$ cat config.mk
export PLATFORM = sky130hd
export DESIGN_NAME = sm83_alu_with_flags_top_flat
export DESIGN_NICKNAME = d
export VERILOG_FILES = /design/src/sv/sm83alu_pkg.sv /design/src/sv/sm83alu_in_if.sv /design/src/sv/sm83alu_out_if.sv /design/src/sv/sm83alu_core.sv /design/src/sv/sm83_alu_with_flags_top.sv /design/src/flat_wrapper.sv
export SDC_FILE = /design/constraint.sdc
export NUM_CORES = 1
export LEC_CHECK = 0
export ABC_AREA = 1
export BUFFER_PORTS_ARGS = -buffer_cell sky130_fd_sc_hd__buf_2
export CAP_MARGIN = 10
export CORE_MARGIN = 1.5
export CORE_UTILIZATION = 30
export CTS_CLUSTER_DIAMETER = 150
export DETAILED_ROUTE_END_ITERATION = 10
export PLACE_DENSITY_LB_ADDON = 0.08
export RECOVER_POWER = 50
export SYNTH_ARGS = -nofsm -noshare
export SYNTH_HDL_FRONTEND = slang
export SYNTH_SLANG_ARGS = --single-unit
$ cat constraint.sdc
create_clock -name i_clk -period 4 [get_ports i_clk]
set_clock_uncertainty 0.1 [all_clocks]
set_input_delay 0.4 -clock i_clk [delete_from_list [all_inputs] [get_ports i_clk]]
set_output_delay 0.4 -clock i_clk [all_outputs]
set_load 0.01 [all_outputs]
$ cat src/sv/sm83alu_pkg.sv
`default_nettype none

package sm83alu_pkg;

    localparam int unsigned FUNC_W = 5;
    localparam int unsigned WORD_W = 16;
    localparam int unsigned BYTE_W = 8;
    localparam int unsigned BIDX_W = 3;
    localparam int unsigned FLAG_W = 4;

    localparam int unsigned FLAG_Z = 3;
    localparam int unsigned FLAG_N = 2;
    localparam int unsigned FLAG_H = 1;
    localparam int unsigned FLAG_C = 0;

    localparam logic [FLAG_W-1:0] FLAGS_RESET = 4'hB;

    typedef enum logic [FUNC_W-1:0] {
        FUNC_ADD    = 5'd0,
        FUNC_ADC    = 5'd1,
        FUNC_SUB    = 5'd2,
        FUNC_SBC    = 5'd3,
        FUNC_AND    = 5'd4,
        FUNC_XOR    = 5'd5,
        FUNC_OR     = 5'd6,
        FUNC_CP     = 5'd7,
        FUNC_INC    = 5'd8,
        FUNC_DEC    = 5'd9,
        FUNC_ADD16  = 5'd10,
        FUNC_ADDSP  = 5'd11,
        FUNC_RLC    = 5'd12,
        FUNC_RRC    = 5'd13,
        FUNC_RL     = 5'd14,
        FUNC_RR     = 5'd15,
        FUNC_SLA    = 5'd16,
        FUNC_SRA    = 5'd17,
        FUNC_SWAP   = 5'd18,
        FUNC_SRL    = 5'd19,
        FUNC_BIT    = 5'd20,
        FUNC_RES    = 5'd21,
        FUNC_SET    = 5'd22
    } t_func;

    typedef struct packed {
        logic [FUNC_W-1:0] func;
        logic [WORD_W-1:0] dest_value;
        logic [WORD_W-1:0] source_value;
        logic [BIDX_W-1:0] bit_index;
    } t_alu_req;

    typedef struct packed {
        logic [WORD_W-1:0] result_value;
        logic [FLAG_W-1:0] flags_out;
    } t_alu_rsp;

endpackage

`default_nettype wire

$ cat src/sv/sm83alu_in_if.sv
`default_nettype none

interface sm83alu_in_if;
    logic                               valid;
    logic                               ready;
    logic [sm83alu_pkg::FUNC_W-1:0]     func;
    logic [sm83alu_pkg::WORD_W-1:0]     dest_value;
    logic [sm83alu_pkg::WORD_W-1:0]     source_value;
    logic [sm83alu_pkg::BIDX_W-1:0]     bit_index;

    modport source (
        output valid, func, dest_value, source_value, bit_index,
        input  ready
    );

    modport sink (
        input  valid, func, dest_value, source_value, bit_index,
        output ready
    );
endinterface

`default_nettype wire

$ cat src/sv/sm83alu_out_if.sv
`default_nettype none

interface sm83alu_out_if;
    logic                               valid;
    logic                               ready;
    logic [sm83alu_pkg::WORD_W-1:0]     result_value;
    logic [sm83alu_pkg::FLAG_W-1:0]     flags_out;

    modport source (
        output valid, result_value, flags_out,
        input  ready
    );

    modport sink (
        input  valid, result_value, flags_out,
        output ready
    );
endinterface

`default_nettype wire

$ cat src/sv/sm83alu_core.sv
`default_nettype none

module sm83alu_core (
    input  wire sm83alu_pkg::t_alu_req                i_req,
    input  wire logic [sm83alu_pkg::FLAG_W-1:0]       i_flags,
    output sm83alu_pkg::t_alu_rsp                     o_rsp
);

    logic [7:0]  d;
    logic [7:0]  s;
    logic        cin;
    logic        t_add;
    logic        t_sub;
    logic [8:0]  add9;
    logic [4:0]  addh;
    logic [8:0]  sub9;
    logic [4:0]  subh;
    logic [16:0] add17;
    logic [12:0] add13;
    logic [8:0]  sp9;
    logic [4:0]  sph;
    logic [15:0] sp16;
    logic [7:0]  inc8;
    logic [7:0]  dec8;
    logic [7:0]  bmask;
    logic [7:0]  r8;
    logic        wide;
    logic        use_z8;

    assign d     = i_req.dest_value[7:0];
    assign s     = i_req.source_value[7:0];
    assign cin   = i_flags[sm83alu_pkg::FLAG_C];
    assign t_add = (i_req.func == sm83alu_pkg::FUNC_ADC) ? cin : 1'b0;
    assign t_sub = (i_req.func == sm83alu_pkg::FUNC_SBC) ? cin : 1'b0;
    assign add9  = {1'b0, d} + {1'b0, s} + {8'd0, t_add};
    assign addh  = {1'b0, d[3:0]} + {1'b0, s[3:0]} + {4'd0, t_add};
    assign sub9  = {1'b0, d} - {1'b0, s} - {8'd0, t_sub};
    assign subh  = {1'b0, d[3:0]} - {1'b0, s[3:0]} - {4'd0, t_sub};
    assign add17 = {1'b0, i_req.dest_value} + {1'b0, i_req.source_value};
    assign add13 = {1'b0, i_req.dest_value[11:0]} + {1'b0, i_req.source_value[11:0]};
    assign sp9   = {1'b0, d} + {1'b0, s};
    assign sph   = {1'b0, d[3:0]} + {1'b0, s[3:0]};
    assign sp16  = i_req.dest_value + {{8{s[7]}}, s};
    assign inc8  = d + 8'd1;
    assign dec8  = d - 8'd1;
    assign bmask = 8'd1 << i_req.bit_index;

    always_comb begin
        r8     = d;
        wide   = 1'b0;
        use_z8 = 1'b0;
        o_rsp.flags_out = i_flags;
        case (i_req.func)
            sm83alu_pkg::FUNC_ADD, sm83alu_pkg::FUNC_ADC: begin
                r8     = add9[7:0];
                use_z8 = 1'b1;
                o_rsp.flags_out = {1'b0, 1'b0, addh[4], add9[8]};
            end
            sm83alu_pkg::FUNC_SUB, sm83alu_pkg::FUNC_SBC: begin
                r8     = sub9[7:0];
                use_z8 = 1'b1;
                o_rsp.flags_out = {1'b0, 1'b1, subh[4], sub9[8]};
            end
            sm83alu_pkg::FUNC_CP: begin
                r8 = d;
                o_rsp.flags_out = {(sub9[7:0] == 8'd0), 1'b1, subh[4], sub9[8]};
            end
            sm83alu_pkg::FUNC_AND: begin
                r8     = d & s;
                use_z8 = 1'b1;
                o_rsp.flags_out = 4'b0010;
            end
            sm83alu_pkg::FUNC_XOR: begin
                r8     = d ^ s;
                use_z8 = 1'b1;
                o_rsp.flags_out = 4'b0000;
            end
            sm83alu_pkg::FUNC_OR: begin
                r8     = d | s;
                use_z8 = 1'b1;
                o_rsp.flags_out = 4'b0000;
            end
            sm83alu_pkg::FUNC_INC: begin
                r8     = inc8;
                use_z8 = 1'b1;
                o_rsp.flags_out = {1'b0, 1'b0, (d[3:0] == 4'hF), cin};
            end
            sm83alu_pkg::FUNC_DEC: begin
                r8     = dec8;
                use_z8 = 1'b1;
                o_rsp.flags_out = {1'b0, 1'b1, (d[3:0] == 4'h0), cin};
            end
            sm83alu_pkg::FUNC_ADD16: begin
                wide = 1'b1;
                o_rsp.flags_out = {i_flags[sm83alu_pkg::FLAG_Z], 1'b0, add13[12], add17[16]};
            end
            sm83alu_pkg::FUNC_ADDSP: begin
                wide = 1'b1;
                o_rsp.flags_out = {1'b0, 1'b0, sph[4], sp9[8]};
            end
            sm83alu_pkg::FUNC_RLC: begin
                r8     = {d[6:0], d[7]};
                use_z8 = 1'b1;
                o_rsp.flags_out = {3'b000, d[7]};
            end
            sm83alu_pkg::FUNC_RRC: begin
                r8     = {d[0], d[7:1]};
                use_z8 = 1'b1;
                o_rsp.flags_out = {3'b000, d[0]};
            end
            sm83alu_pkg::FUNC_RL: begin
                r8     = {d[6:0], cin};
                use_z8 = 1'b1;
                o_rsp.flags_out = {3'b000, d[7]};
            end
            sm83alu_pkg::FUNC_RR: begin
                r8     = {cin, d[7:1]};
                use_z8 = 1'b1;
                o_rsp.flags_out = {3'b000, d[0]};
            end
            sm83alu_pkg::FUNC_SLA: begin
                r8     = {d[6:0], 1'b0};
                use_z8 = 1'b1;
                o_rsp.flags_out = {3'b000, d[7]};
            end
            sm83alu_pkg::FUNC_SRA: begin
                r8     = {d[7], d[7:1]};
                use_z8 = 1'b1;
                o_rsp.flags_out = {3'b000, d[0]};
            end
            sm83alu_pkg::FUNC_SWAP: begin
                r8     = {d[3:0], d[7:4]};
                use_z8 = 1'b1;
                o_rsp.flags_out = 4'b0000;
            end
            sm83alu_pkg::FUNC_SRL: begin
                r8     = {1'b0, d[7:1]};
                use_z8 = 1'b1;
                o_rsp.flags_out = {3'b000, d[0]};
            end
            sm83alu_pkg::FUNC_BIT: begin
                r8 = d;
                o_rsp.flags_out = {~d[i_req.bit_index], 1'b0, 1'b1, cin};
            end
            sm83alu_pkg::FUNC_RES: begin
                r8 = d & ~bmask;
            end
            sm83alu_pkg::FUNC_SET: begin
                r8 = d | bmask;
            end
            default: begin
                wide = 1'b1;
            end
        endcase

        if (use_z8) begin
            o_rsp.flags_out[sm83alu_pkg::FLAG_Z] = (r8 == 8'd0);
        end

        if (wide) begin
            case (i_req.func)
                sm83alu_pkg::FUNC_ADD16: o_rsp.result_value = add17[15:0];
                sm83alu_pkg::FUNC_ADDSP: o_rsp.result_value = sp16;
                default:                 o_rsp.result_value = i_req.dest_value;
            endcase
        end else begin
            o_rsp.result_value = {8'd0, r8};
        end
    end

endmodule

`default_nettype wire

$ cat src/sv/sm83_alu_with_flags_top.sv
// SM83 ALU (8-bit operations plus the 16-bit ADD16 and ADDSP) with its four-bit flag register (Z, N, H, C).
//
// Operations arrive on the i_in channel (valid/ready) and results leave on
// the o_out channel (valid/ready); a transfer happens on a rising edge of
// i_clk where valid and ready are both high. Each operation carries the
// function code, the destination and source operands and a bit index.
// Each result carries the new destination value and the new flags.
//
// An operation is captured in an input register, and its result is then
// loaded into an output register. One operation is accepted every cycle
// while the receiver keeps o_out.ready high, set by the single compute
// stage that reads the flag register and writes it back when the result
// is loaded.
//
// When the receiver holds o_out.ready low, the output register holds its
// result and the input register holds one more operation; i_in.ready then
// drops until the result is taken.
//
// Reset (i_rst_n low, synchronous) empties both registers and sets the
// flags to Z, H and C.

`default_nettype none

module sm83_alu_with_flags_top (
    input  wire logic          i_clk,
    input  wire logic          i_rst_n,
    sm83alu_in_if.sink         i_in,
    sm83alu_out_if.source      o_out
);

    logic                                r_in_valid;
    sm83alu_pkg::t_alu_req               r_req;
    logic                                r_out_valid;
    sm83alu_pkg::t_alu_rsp               r_rsp;
    logic [sm83alu_pkg::FLAG_W-1:0]      r_flags;
    sm83alu_pkg::t_alu_rsp               n_rsp;
    logic                                advance;

    assign advance    = r_in_valid && (!r_out_valid || o_out.ready);
    assign i_in.ready = !r_in_valid || advance;

    sm83alu_core u_core (
        .i_req   (r_req),
        .i_flags (r_flags),
        .o_rsp   (n_rsp)
    );

    always_ff @(posedge i_clk) begin
        if (!i_rst_n) begin
            r_in_valid  <= 1'b0;
            r_out_valid <= 1'b0;
            r_flags     <= sm83alu_pkg::FLAGS_RESET;
        end else begin
            if (i_in.valid && i_in.ready) begin
                r_in_valid <= 1'b1;
            end else if (advance) begin
                r_in_valid <= 1'b0;
            end
            if (advance) begin
                r_out_valid <= 1'b1;
                r_flags     <= n_rsp.flags_out;
            end else if (o_out.ready) begin
                r_out_valid <= 1'b0;
            end
        end
    end

    always_ff @(posedge i_clk) begin
        if (i_in.valid && i_in.ready) begin
            r_req.func         <= i_in.func;
            r_req.dest_value   <= i_in.dest_value;
            r_req.source_value <= i_in.source_value;
            r_req.bit_index    <= i_in.bit_index;
        end
        if (advance) begin
            r_rsp <= n_rsp;
        end
    end

    assign o_out.valid        = r_out_valid;
    assign o_out.result_value = r_rsp.result_value;
    assign o_out.flags_out    = r_rsp.flags_out;

    // The flag register always matches the flags of the result on display.
    a_flags_match: assert property (@(posedge i_clk) disable iff (!i_rst_n)
        r_out_valid |-> (r_flags == r_rsp.flags_out))
        else $error("flag register differs from presented flags");

    // A held operation moves to an empty output register on the next edge.
    a_advance: assert property (@(posedge i_clk) disable iff (!i_rst_n)
        (r_in_valid && !r_out_valid) |=> r_out_valid)
        else $error("operation did not advance into empty output register");

    // Flags change only when a result is loaded.
    a_flags_hold: assert property (@(posedge i_clk) disable iff (!i_rst_n)
        (!advance && $past(i_rst_n)) |=> $stable(r_flags))
        else $error("flag register changed without a result load");

    // Reset leaves Z, H and C set and no result pending.
    a_reset: assert property (@(posedge i_clk)
        !i_rst_n |=> (r_flags == sm83alu_pkg::FLAGS_RESET && !r_out_valid))
        else $error("reset state incorrect");

endmodule

`default_nettype wire
$ cat src/flat_wrapper.sv
// flat-port wrapper written by rule: the top's interface ports become plain ports
module sm83_alu_with_flags_top_flat 
  (i_clk, i_rst_n, i_in_valid, i_in_func, i_in_dest_value, i_in_source_value, i_in_bit_index, i_in_ready, o_out_valid, o_out_result_value, o_out_flags_out, o_out_ready);
  sm83alu_in_if i_in_i ();
  sm83alu_out_if o_out_i ();
  input  wire logic i_clk;
  input  wire logic i_rst_n;
  input wire logic [$bits(i_in_i.valid)-1:0] i_in_valid;
  input wire logic [$bits(i_in_i.func)-1:0] i_in_func;
  input wire logic [$bits(i_in_i.dest_value)-1:0] i_in_dest_value;
  input wire logic [$bits(i_in_i.source_value)-1:0] i_in_source_value;
  input wire logic [$bits(i_in_i.bit_index)-1:0] i_in_bit_index;
  output wire logic [$bits(i_in_i.ready)-1:0] i_in_ready;
  output wire logic [$bits(o_out_i.valid)-1:0] o_out_valid;
  output wire logic [$bits(o_out_i.result_value)-1:0] o_out_result_value;
  output wire logic [$bits(o_out_i.flags_out)-1:0] o_out_flags_out;
  input wire logic [$bits(o_out_i.ready)-1:0] o_out_ready;
  assign i_in_i.valid = i_in_valid;
  assign i_in_i.func = i_in_func;
  assign i_in_i.dest_value = i_in_dest_value;
  assign i_in_i.source_value = i_in_source_value;
  assign i_in_i.bit_index = i_in_bit_index;
  assign i_in_ready = i_in_i.ready;
  assign o_out_valid = o_out_i.valid;
  assign o_out_result_value = o_out_i.result_value;
  assign o_out_flags_out = o_out_i.flags_out;
  assign o_out_i.ready = o_out_ready;
  sm83_alu_with_flags_top u_core (.i_clk(i_clk), .i_rst_n(i_rst_n), .i_in(i_in_i), .o_out(o_out_i));
endmodule
### After elaboration in Yosys (flattened, before gate mapping)

Index checks and enable logic that the tools add are counted.

| operators by class | value |
|---|---|
| add/subtract/negate cells | 13 |
| multipliers | 0 |
| div/mod/pow operators | 0 |
| order comparisons | 1 |
| equal/unequal tests | 23 |
| shift-type cells | 1 |
| muxes and demuxes | 14 |
| bitwise gates (word level) | 7 |
| reduce and logical (&&, ||, !) cells | 19 |

Operators with widths:

| operator | count |
|---|---|
| one-hot mux 8 bit (17 select lines) | 1 |
| one-hot mux 4 bit (12 select lines) | 1 |
| equality test 5 x 4 -> 1 bit (second input constant) | 8 |
| equality test 5 bit (second input constant) | 7 |
| one-hot mux 16 bit (2 select lines) | 1 |
| OR reduction 21 bit | 1 |
| equality test 5 x 3 -> 1 bit (second input constant) | 4 |
| adder 16 x 16 -> 17 bit | 1 |
| OR reduction 17 bit | 1 |
| adder 16 bit | 1 |
| bitwise AND 8 bit | 2 |
| zero test 8 bit | 2 |
| OR 8 bit | 2 |
| adder 12 x 12 -> 13 bit | 1 |
| equality test 5 x 2 -> 1 bit (second input constant) | 2 |
| adder 8 x 8 -> 9 bit | 1 |
| adder 9 x 1 -> 9 bit | 1 |
| two-way mux 1 bit | 9 |
| subtractor 8 x 8 -> 9 bit | 1 |
| subtractor 9 x 1 -> 9 bit | 1 |
| adder 8 x 1 -> 8 bit (second input constant) | 1 |
| two-way mux 8 bit | 1 |
| inverter 8 bit | 1 |
| << shifter 1 x 3 -> 8 bit (first input constant) | 1 |
| 20 further kinds | 26 |

| storage, ports and cells | value |
|---|---|
| flip-flop bits (word level) | 66 |
| latch bits | 0 |
| RAM bits | 0 |
| bits in read-only memories | 0 |
| input port bits | 44 |
| output and inout port bits | 22 |
| memories kept | 0 |

### Depth between registers and ports, before layout

Gate-level depths: netlist of the first run.

| logic depth | value |
|---|---|
| word-level depth | 6 |
| mapped depth | 22 |
| depth with buffers taken out | 21 |

### By module

From an unflattened synthesis of the first run, not the netlist that was laid out.

| unflattened totals | value |
|---|---|
| cells, all modules | 933 |
| area, all modules | 6276.0 um^2 |

By module, submodules not included:

| module | instances | cells an instance | area an instance (um^2) | seq. area each (um^2) |
|---|---|---|---|---|
| sm83alu_core | 1 | 842 | 4244.1 | 0.0 |
| sm83_alu_with_flags_top | 1 | 91 | 2031.9 | 1921.8 |

### Worst setup path before layout of the first run

OpenSTA, ideal clock, no wires.

| timing path | value |
|---|---|
| kind | register to register |
| start | register u_core.r_req[39] (netlist name) |
| end | register u_core.r_flags[3] (netlist name) |
| library setup time | 0.059 ns |
| data arrival time | 2.774 ns |
| data required time | 3.841 ns |
| setup slack | 1.067 ns |
| cell stages (with the launch flop) | 22 |
| buffers on the path | 1 |
| clock period less this slack | 2.933 ns |
| cells stage by stage | edfxtp_1 inv_4 buf_4 nand4_1 fa_1 fa_1 inv_1 nand2_1 nand2_1 nand2_1 inv_1 nand2_1 nand3_1 nand2_1 nand3b_1 nor2_1 nand2_1 nor2_1 nand4_1 nand2_1 nand2_1 nand2_1 |

RTL lines:

| item | RTL line | source |
|---|---|---|
| start, declared | sm83_alu_with_flags_top.sv:32 | `sm83alu_pkg::t_alu_req r_req;` |
| end signal, assigned | sm83_alu_with_flags_top.sv:52 | `r_flags <= sm83alu_pkg::FLAGS_RESET;` |
| end signal, assigned | sm83_alu_with_flags_top.sv:61 | `r_flags <= n_rsp.flags_out;` |
| end, declared | sm83_alu_with_flags_top.sv:35 | `logic [sm83alu_pkg::FLAG_W-1:0] r_flags;` |

==> results of run 1 <==
-- Yosys cell counts, types with 5 or more instances --
master / instances
nor3_1: 11
a21oi_1: 60
nor2_1: 71
nand2_1: 242
nand3_1: 79
inv_1: 102
nor2_4: 6
buf_6: 5
xor2_1: 5
o21ai_1: 7
nand2_2: 13
nor2_2: 7
or2_2: 6
ha_1: 45
dfxtp_1: 6
nand4_1: 16
o21ai_0: 45
edfxtp_1: 60
o211ai_1: 10
inv_2: 11
-- worst max-delay path by stage --
| stage | slack, ns | from | cells after the start | endpoint |
|---|---|---|---|---|
| 3_5_place_dp | 0.86 | u_core.r_req[38] | 20 | u_core.r_flags[3] |
| 6_report | 0.82 | u_core.r_req[38] | 20 | u_core.r_flags[3] |
| 5_1_grt | 0.52 | u_core.r_req[38] | 20 | u_core.r_flags[3] |
| 4_1_cts | 0.82 | u_core.r_req[38] | 20 | u_core.r_flags[3] |
| 2_1_floorplan | 1.07 | u_core.r_req[39] | 21 | u_core.r_flags[3] |
| 3_3_place_gp | 0.80 | u_core.r_req[37] | 14 | u_core.r_flags[3] |
-- power by group --
group	internal (uW)	switching, uW	leakage [uW]
combinational	217	465	0.00257
clock	553	346	0.000158
sequential	811	28.7	0.000629
-- metrics by stage --
step	power (uW)	util (%)	hold WS [ns]	area, um^2
finish	2420	35.5	0.118	7190
global route	2550	35.5	0.107	7190
CTS	2440	35.7	0.106	7220
detailed placement	1530	34.1	0.370	6900
global placement	1540	34.1	0.363	6900
floorplan	1310	-	0.343	6180
-- state kept, by name, indices dropped and copies added, names as in the netlist --
name                       cells
u_core.o_out.valid             1
u_core.r_in_valid              1
u_core.o_out.result_value     16
u_core.r_flags                 4
u_core.r_req                  40
u_core.o_out.flags_out         4
-- worst register-to-register path, cell delays in order, from the launching register on --
cell      delay [ns]
edfxtp_1        0.47
nor2_8          0.21
nand4_1         0.14
fa_1            0.43
fa_1            0.42
inv_1           0.07
nand2_1         0.06
nand2_1         0.06
nand2_1         0.08
inv_1           0.08
nand2_1         0.07
nand3_1         0.07
nand2_1         0.05
nand3b_1        0.15
nor2_1          0.14
nand2_1         0.07
nor2_1          0.11
nand4_1         0.10
nand2_1         0.10
nand2_1         0.06
nand2_1         0.09
-- placed cells by master, fill, tap and decap left out, types with 3 or more instances in the layout --
cell,synthesis,routed
o211ai_1,10,10
inv_1,102,102
inv_4,4,4
nand3_1,79,79
clkbuf_16,0,9
clkbuf_1,2,24
nand4_1,16,16
inv_2,11,11
or2_2,6,6
dfxtp_1,6,6
xor2_1,5,5
nand3_4,3,3
or2_1,4,4
o21bai_1,4,4
nand2_4,3,3
nor3_1,11,11
buf_2,2,42
o21ai_0,45,45
nand2_2,13,13
o21ai_1,7,7
ha_1,45,45
nor2_4,6,6
edfxtp_1,60,60
a21oi_1,60,60
buf_4,2,18
nor2_1,71,71
nand2_1,242,242
nand3b_1,4,4
nor2_2,7,7
fa_1,4,4
-- kinds of logic after synthesis --
logic type / Yosys count / share of synthesized area [%]
AOI/OAI and AO/OA: 143 / 13.0
xor gates and xnor gates: 7 / 0.992
adders and majority gates: 49 / 10.4
buffers and inverters: 130 / 8.83
DFF: 66 / 31.1
and+or+nand+nor: 473 / 35.7
-- routing by layer --
layer / wire (um) / GRT usage [%] / up-vias / part of all wire, %
met4: 562 / 7.42 / 0 / 2.7
met5: 0 / 0 / - / 0
met2: 8640 / 29.4 / 173 / 41
met1: 10600 / 28.9 / 2681 / 51
li1: - / - / 3089 / -
met3: 1210 / 4.13 / 43 / 5.7
-- layout make-up --
| class | instances | share of cell area [%] |
|---|---|---|
| clock buffer | 9 | 3.13 |
| clock inverter | 7 | 1.41 |
| inverter | 119 | 6.35 |
| multi-input combinational | 672 | 51.6 |
| sequential | 66 | 26.7 |
| tap | 270 | 4.70 |
| timing repair buffer | 84 | 6.06 |
==> metrics.yaml, run 1 <==
critical_path:
  crit_path_end_kind: "flop"
  r2r_end: "u_core.r_flags[3]"
  cp-start-kind: "flop"
  crit_buf_inv: 2
  path_class: "flop to flop"
  rrSetupSlack_ns: 0.82
  r2r-start: "u_core.r_req[38]"
  critPathRequiredTime_ns: 4.19
  cp_slowest_cell: "edfxtp_1"
  crit_top_cell: "nand2_1"
  reg2reg_depth: 20
  cp_data_arrival_time_ns: 3.37
  worst-path-max-fanout: 6
  cpPeakStageDelay_ns: 0.47
  path_delay_family: "simple AND/OR/NAND/NOR gates"
  path_cells: "nor2_8, nand4_1, fa_1, fa_1, inv_1, nand2_1, nand2_1, nand2_1, inv_1, nand2_1, nand3_1, nand2_1, nand3b_1, nor2_1, nand2_1, nor2_1, nand4_1, nand2_1, nand2_1, nand2_1"
routing:
  drt-wirelength-per-cell_um: 17.1
  via_per_inst: 4.88
  drtAntennaViolNets: 0
  first_iter_violations: 411
  drtPass1Iterations: 5
  wl_um: 21000
  dr_total_vias: 5986
  post-route-drc-count: 0
hold_path:
  min_path_cells: 1
  holdCritStartpoint: "i_in_source_value[11]"
  min_to: "u_core.r_req[14]"
  min-delay-path-class: "input pin to flop"
cts:
  clockBufferDepth: 2
  cts_buffers: 9
  htreeDepth: 3
  clkLatencyLatePin_ns: 0.35
  tritoncts: "built"
  cts_root_buffer: "clkbuf_16"
  cts_setup_buffers: 0
  cts_hold_buf: 0
  path_clk_slew_ns: 0.07
  postCtsResizedCells: 0
  cts_sinks: 66
place:
  hpwl_um: 16700
  placed_cells: 1211
  port_buffers: 65
  gp_congestion: 0.931
  pre_cts_slack_ns: 0.857
layout:
  drive_above_1_share_pct: 14.3
  fin_cells: 1227
  register_area_um2: 1920
  multiInputGateArea_um2: 3710
  area_growth_pct: 16.4
  num-nets-final: 1045
  antennaDiodeCount: 0
  n_fill_cell: 2165
synthesis:
  synth-edff-count: 60
  syn_avg_cell_area_um2: 7.12
  ys.flop_type: "edfxtp_1"
  synth_area_leaders: "edfxtp_1 29%, nand2_1 15%, ha_1 9.1%, nand3_1 6.4%, inv_1 6.2%"
  synth_top_area_share_pct: 29.2
  synth-seq-area-share_pct: 31.1
  async_flop_share_pct: 0
  mappedNetlistArea_um2: 6180
  synth_top_cell_by_area: "edfxtp_1"
  postSynthCellCount: 868
  ys_types: 50
  synth_nets: 961
  postSynthRegisterBits: 66
  yosysWarnings: 0
global_route:
  grt_pass1_wl_um: 32500
  track_usage_pct: 20.1
  grt_pass1_vias: 5706
  antenna_found_initial: 0
  grt_overflow: 0
  grt_max_degree: 41
die:
  die_w_um: 147
  core_area_um2: 20200
  std_cell_rows: 52
  initial_core_util_pct: 30.5
  num_io_pins: 66
  die_y_um: 147
  dieArea_um2: 21500
power_and_ir_drop:
  ir_drop_mv: 0.212
  power_density_nw_per_um2: 337
  p_leak_uw: 0.00336
timing:
  drv_slew: 41
  slew-limit-headroom_pct: -51.1
  worst_pin_slew_ns: 2.27
  hold_viol: 0
  setup_slack_ns: 0.820
  rsz0062_at_grt: "no"
  setup_violations: 0
  min_period_ns: 3.18
  finalCritPeriodShare_pct: 79.5
  finalSetupTns_ns: 0
  fmax_ghz: 0.314
job:
  drv_cap: 1
run_status:
  violations: "max-capacitance violations, max-slew violations"
  status: "finished with violations"
Note: power is estimated with default switching activity, not from simulation.
==> run 2: changes to the inputs <==
clock period = 2.97 ns   (was 4 ns; I/O delays follow)
==> metrics.yaml, run 2 (synthesis results as in run 1) <==
run_status:
  status: "finished with violations"
  violations: "negative setup slack"
timing:
  finalSetupTns_ns: -0.0732  # -0.0732 ns
  slew-limit-headroom_pct: 30.6  # +82 points
  fmax_ghz: 0.330  # +4.9%
  setup_slack_ns: -0.0603  # -0.880 ns
  hold_viol: 0  # unchanged
  drv_slew: 0  # -100%
  rsz0062_at_grt: "yes"
  finalCritPeriodShare_pct: 102  # +23 points
  min_period_ns: 3.03  # -0.150 ns
  worst_pin_slew_ns: 1.04  # -1.23 ns
  setup_violations: 2  # +2
critical_path:
  worst-path-max-fanout: 2  # -4
  critPathLaunch: "u_core.r_req[37]"
  cp_data_arrival_time_ns: 3.22  # -0.15 ns
  cp-start-kind: "flop"
  reg2reg_depth: 14  # -30%
  r2r_end: "u_core.r_flags[3]"
  crit_path_end_kind: "flop"
  r2r-start: "u_core.r_req[37]"
  path_class: "flop to flop"
  rrSetupSlack_ns: -0.06  # -0.88 ns
  crit_end: "u_core.r_flags[3]"
  critPathRequiredTime_ns: 3.16  # -1.03 ns
die:
  initial_core_util_pct: 30.5  # unchanged
  dieArea_um2: 21500  # unchanged
  die_y_um: 147  # unchanged
  die_w_um: 147  # unchanged
  num_io_pins: 66  # unchanged
  std_cell_rows: 52  # unchanged
  core_area_um2: 20200  # unchanged
layout:
  drive_above_1_share_pct: 22.0  # +7.7 points
  num-nets-final: 1098  # +5.1%
  layout_commonest_cell: "nand2_1"
  fin_cells: 1280  # +4.3%
  most-common-layout-cells: "233 x nand2_1, 100 x inv_1, 76 x nand3_1, 69 x buf_4, 66 x nor2_1"
  fin_util_pct: 38.1  # +2.6 points
  antennaDiodeCount: 0  # unchanged
  register_area_um2: 1920  # unchanged
  n_fill_cell: 2187  # +1.0%
  top_register: "u_core.r_req"
  multiInputGateArea_um2: 3820  # +3.0%
  area_growth_pct: 24.8
  largest_reg_flops: 40  # unchanged
cts:
  cts_sinks: 66  # unchanged
  clkLatencyLatePin_ns: 0.35  # about the same
  path_clk_slew_ns: 0.07  # about the same
  clockBufferDepth: 2  # unchanged
  htreeDepth: 3  # unchanged
  cts_hold_buf: 0  # unchanged
  cts_root_buffer: "clkbuf_16"
  cts_buffers: 9  # unchanged
  tritoncts: "built"
place:
  gp_congestion: 0.945  # +1.4%
  placed_cells: 1260  # +4.0%
  port_buffers: 65  # unchanged
  hpwl_um: 17700  # +5.8%
global_route:
  grt_pass1_wl_um: 33100  # +1.9%
  grt_pass1_vias: 5629  # -1.3%
  grt_overflow: 0  # unchanged
  grt_max_degree: 41  # unchanged
  antenna_found_initial: 0  # unchanged
  track_usage_pct: 20.6  # +0.47 points
routing:
  drtAntennaViolNets: 0  # unchanged
  post-route-drc-count: 0  # unchanged
  drtPass1Iterations: 6  # +1
  via_per_inst: 4.84  # -0.75%
  drt-wirelength-per-cell_um: 17.2  # +0.52%
  dr_total_vias: 6198  # +3.5%
  wl_um: 22100  # +4.9%
  first_iter_violations: 476  # +16%
power_and_ir_drop:
  power_density_nw_per_um2: 443  # +31%
  finalPower_uw: 3410  # +41%
  p_leak_uw: 0.00365  # +8.5%
  ir_drop_mv: 0.261  # +23%
job:
  drv_cap: 0  # -1
hold_path:
  min-delay-path-class: "input pin to flop"
-- run 2: cell types whose count changed in the layout (fill, tap and decap cells not counted), moves of 3 or more --
cell / previous run / this run
buf_4: 18 / 69
nand2_1: 242 / 233
nand2_2: 13 / 20
nor2_1: 71 / 66
o21ai_0: 45 / 40
nor2_2: 7 / 11
ha_1: 45 / 42
nand3_1: 79 / 76
nand3_2: 2 / 5
o21ai_1: 7 / 10
-- run 2: metal layers --
metal,global-route usage [%],vias up,share of wire (%)
met3,3.62,24,5.6
met4,6.16,0,1.6
met2,30.2,176,43
li1,-,3181,-
met1,30.4,2817,50
met5,0,-,0
-- run 2: power breakdown --
group | internal (uW) | total, uW | switching [uW]
registers | 1090 | 1130 | 35.3
clock network | 745 | 1220 | 478
logic | 385 | 1060 | 678
total | 2220 | 3410 | 1190
-- run 2: stage by stage --
stage | hold WS, ns | area [um^2] | setup WS [ns]
after floorplan | 0.296 | 6180 | 0.0371
after global placement | 0.362 | 7260 | -0.0764
after detailed placement | 0.368 | 7260 | -0.0983
after CTS | 0.00129 | 7610 | -0.00589
after global routing | 0.00142 | 7710 | -0.277
final | 0.0146 | 7710 | -0.0603
-- run 2: repair_timing --
item | CTS | global route
setup buffers | 1 | 3
gates resized for setup | 5 | 36
endpoints found under the setup margin | 7 | 16
pin swaps | 0 | 38
-- run 2: critical path, cell delays in order, from the launching register on --
cell      delay [ns]
edfxtp_1        0.47
nor2_8          0.14
nand4_1         0.16
fa_2            0.59
inv_1           0.04
ha_2            0.17
o21ai_0         0.32
nand3_1         0.16
nand3_1         0.14
nand4_1         0.15
a21oi_1         0.18
nand4_1         0.10
nand2_1         0.12
nand2_1         0.06
nand2_1         0.09
-- run 2: worst min-delay path by stage --
| stage | to | cells after the start | slack, ns | start |
|---|---|---|---|---|
| 2_1_floorplan | u_core.r_req[0] | 0 | 0.30 | i_in_bit_index[0] |
| 3_3_place_gp | u_core.r_flags[1] | 2 | 0.36 | u_core.r_flags[1] |
| 3_5_place_dp | u_core.r_flags[1] | 2 | 0.37 | u_core.r_flags[1] |
| 4_1_cts | u_core.r_req[30] | 1 | 0.001 | i_in_dest_value[11] |
| 5_1_grt | u_core.r_req[16] | 1 | 0.001 | i_in_source_value[13] |
| 6_report | u_core.r_req[30] | 1 | 0.01 | i_in_dest_value[11] |
-- run 2: cell type report --
class,count,area share (%)
multi-input combinational,672,49.6
timing repair buffer,137,10.9
tap,270,4.38
sequential,66,24.9
inverter,119,5.92
clock buffer,9,2.92
clock inverter,7,1.31
==> run 3: changes to the inputs <==
CAP_MARGIN = 20   (was 10)
TNS_END_PERCENT = 50   (was unset)
clock period = 2.45 ns   (was 2.97 ns; I/O delays follow)
==> metrics.yaml, run 3 (synthesis results as in run 1) <==
layout:
  register_area_um2: 1920  # unchanged
  multiInputGateArea_um2: 4060  # +6.2%
  drive_above_1_share_pct: 32.8  # +11 points
  top_register: "u_core.r_req"
  n_fill_cell: 2087  # -4.6%
  most-common-layout-cells: "225 x nand2_1, 177 x buf_4, 93 x inv_1, 68 x nand3_1, 64 x nor2_1"
  antennaDiodeCount: 0  # unchanged
  fin_util_pct: 45.5  # +7.4 points
  area_growth_pct: 49.1
  largest_reg_flops: 40  # unchanged
  layout_commonest_cell: "nand2_1"
  num-nets-final: 1248  # +14%
  fin_cells: 1430  # +12%
critical_path:
  cpPeakStageDelay_ns: 0.48  # -0.11 ns
  cp_data_arrival_time_ns: 3.01  # -0.21 ns
  worst-path-max-fanout: 2  # unchanged
  path_cells: "nor2_8, nand4_1, fa_2, fa_2, buf_6, nand4_1, nand3_2, xor2_2, nand2_1, nand2_1, nand3b_1, nand2_2, nand4_1, nand2_1"
  reg2reg_depth: 14  # unchanged
  path_class: "flop to flop"
  r2r_end: "u_core.o_out.flags_out[3]"
  critPathRequiredTime_ns: 2.44  # -0.72 ns
  cp_slowest_cell: "edfxtp_1"
  crit_path_end_kind: "flop"
  cp-start-kind: "flop"
  r2r-start: "u_core.r_req[38]"
  rrSetupSlack_ns: -0.57  # -0.51 ns
cts:
  tritoncts: "built"
  clockBufferDepth: 2  # unchanged
  clkLatencyLatePin_ns: 0.35  # about the same
  cts_buffers: 9  # unchanged
  path_clk_slew_ns: 0.06  # about the same
  htreeDepth: 3  # unchanged
  cts_sinks: 66  # unchanged
  cts_root_buffer: "clkbuf_16"
job:
  drv_cap: 0  # unchanged
die:
  std_cell_rows: 52  # unchanged
  initial_core_util_pct: 30.5  # unchanged
  num_io_pins: 66  # unchanged
  die_y_um: 147  # unchanged
  dieArea_um2: 21500  # unchanged
  die_w_um: 147  # unchanged
  core_area_um2: 20200  # unchanged
hold_path:
  min_to: "u_core.r_in_valid"
  min_path_cells: 3  # +2
  holdCritStartpoint: "i_in_valid"
  min-delay-path-class: "input pin to flop"
timing:
  finalCritPeriodShare_pct: 123  # +21 points
  rsz0062_at_grt: "yes"
  hold_viol: 0  # unchanged
  worst_pin_slew_ns: 0.571  # -0.471 ns
  fmax_ghz: 0.331  # +0.18%
  setup_violations: 20  # +18
  setup_slack_ns: -0.575  # -0.515 ns
  slew-limit-headroom_pct: 61.5  # +31 points
  min_period_ns: 3.02  # -0.00540 ns
  drv_slew: 0  # unchanged
routing:
  drtPass1Iterations: 5  # -1
  wl_um: 23100  # +4.9%
  drtAntennaViolNets: 0  # unchanged
  post-route-drc-count: 0  # unchanged
  first_iter_violations: 421  # -12%
  drt-wirelength-per-cell_um: 16.2  # -6.1%
  via_per_inst: 4.65  # -3.9%
  dr_total_vias: 6655  # +7.4%
place:
  pre_cts_slack_ns: -0.488  # -0.389 ns
  placed_cells: 1372  # +8.9%
  gp_congestion: 0.946  # +0.19%
  hpwl_um: 18900  # +6.6%
  port_buffers: 65  # unchanged
power_and_ir_drop:
  p_leak_uw: 0.00438  # +20%
  power_density_nw_per_um2: 483  # +9.2%
  ir_drop_mv: 0.362  # +39%
global_route:
  antenna_found_initial: 0  # unchanged
  grt_overflow: 0  # unchanged
  grt_pass1_vias: 6517  # +16%
  grt_max_degree: 40  # -2.4%
  track_usage_pct: 22.2  # +1.6 points
  grt_pass1_wl_um: 35900  # +8.3%
run_status:
  status: "finished with violations"
  violations: "negative setup slack"
-- run 3: cell count changes in the layout (fill, tap and decap cells not counted), sizes merged --
cell	delta
buf	+113
clkbuf	-3
dlygate4sd3	+40
-- run 3: layout make-up --
| class | count | share of cell area [%] |
|---|---|---|
| flip-flops and latches | 66 | 20.9 |
| repair buffers | 287 | 22.8 |
| multi-input cells | 672 | 44.1 |
| clock buffers | 9 | 2.44 |
| clock inverters | 7 | 1.07 |
| inverters | 119 | 5.06 |
| well taps | 270 | 3.67 |
-- run 3: what timing repair did --
item	4_1_cts	5_1_grt
pin swaps	18	35
hold buffers	40	0
setup endpoints to repair	23	24
hold endpoints to repair	40	0
buffers inserted	1	4
resized for setup	47	45
-- run 3: per-layer routing --
layer	track usage [%]	vias to the layer above	routed length [um]
met5	0	-	0
met4	7.37	0	626
met3	5.34	31	1310
met2	33.1	149	9550
met1	31.3	2989	11600
li1	-	3486	-
-- run 3: power by group --
| part | switching [uW] | internal [uW] | total [uW] |
|---|---|---|---|
| clock | 566 | 899 | 1470 |
| sequential | 44.3 | 1320 | 1370 |
| combinational | 904 | 717 | 1620 |
| total | 1510 | 2940 | 4450 |
-- run 3: worst max path at each step --
stage | from | end | slack (ns) | cells past startpoint
after floorplan | u_core.r_req[39] | u_core.r_flags[3] | -0.36 | 21
after global placement | u_core.r_req[3] | u_core.o_out.result_value[6] | -0.45 | 14
after detailed placement | u_core.r_req[38] | u_core.r_flags[3] | -0.49 | 18
after CTS | u_core.r_req[38] | u_core.r_flags[3] | -0.47 | 20
after global routing | u_core.r_req[38] | u_core.r_flags[3] | -0.76 | 20
final | u_core.r_req[38] | u_core.o_out.flags_out[3] | -0.57 | 14
-- run 3: critical path, delay by kind of cell, from the launching register on --
kind,cells,cell delay [ns]
buf+inv,1,0.13
fa+ha+maj,2,0.87
xor+xnor,1,0.23
flops,1,0.48
simple gates,10,0.96
-- run 3: stage by stage --
step           instance area, um^2  total power, uW  setup TNS [ns]  hold slack, ns
2_1_floorplan                 6220             2160           -2.62           0.244
3_3_place_gp                  8150             2840           -6.50           0.321
3_5_place_dp                  8150             2830           -6.96           0.323
4_1_cts                       9050             4430           -5.50          0.0652
5_1_grt                       9220             4710          -10.46          0.0845
6_report                      9220             4450           -6.63          0.0771
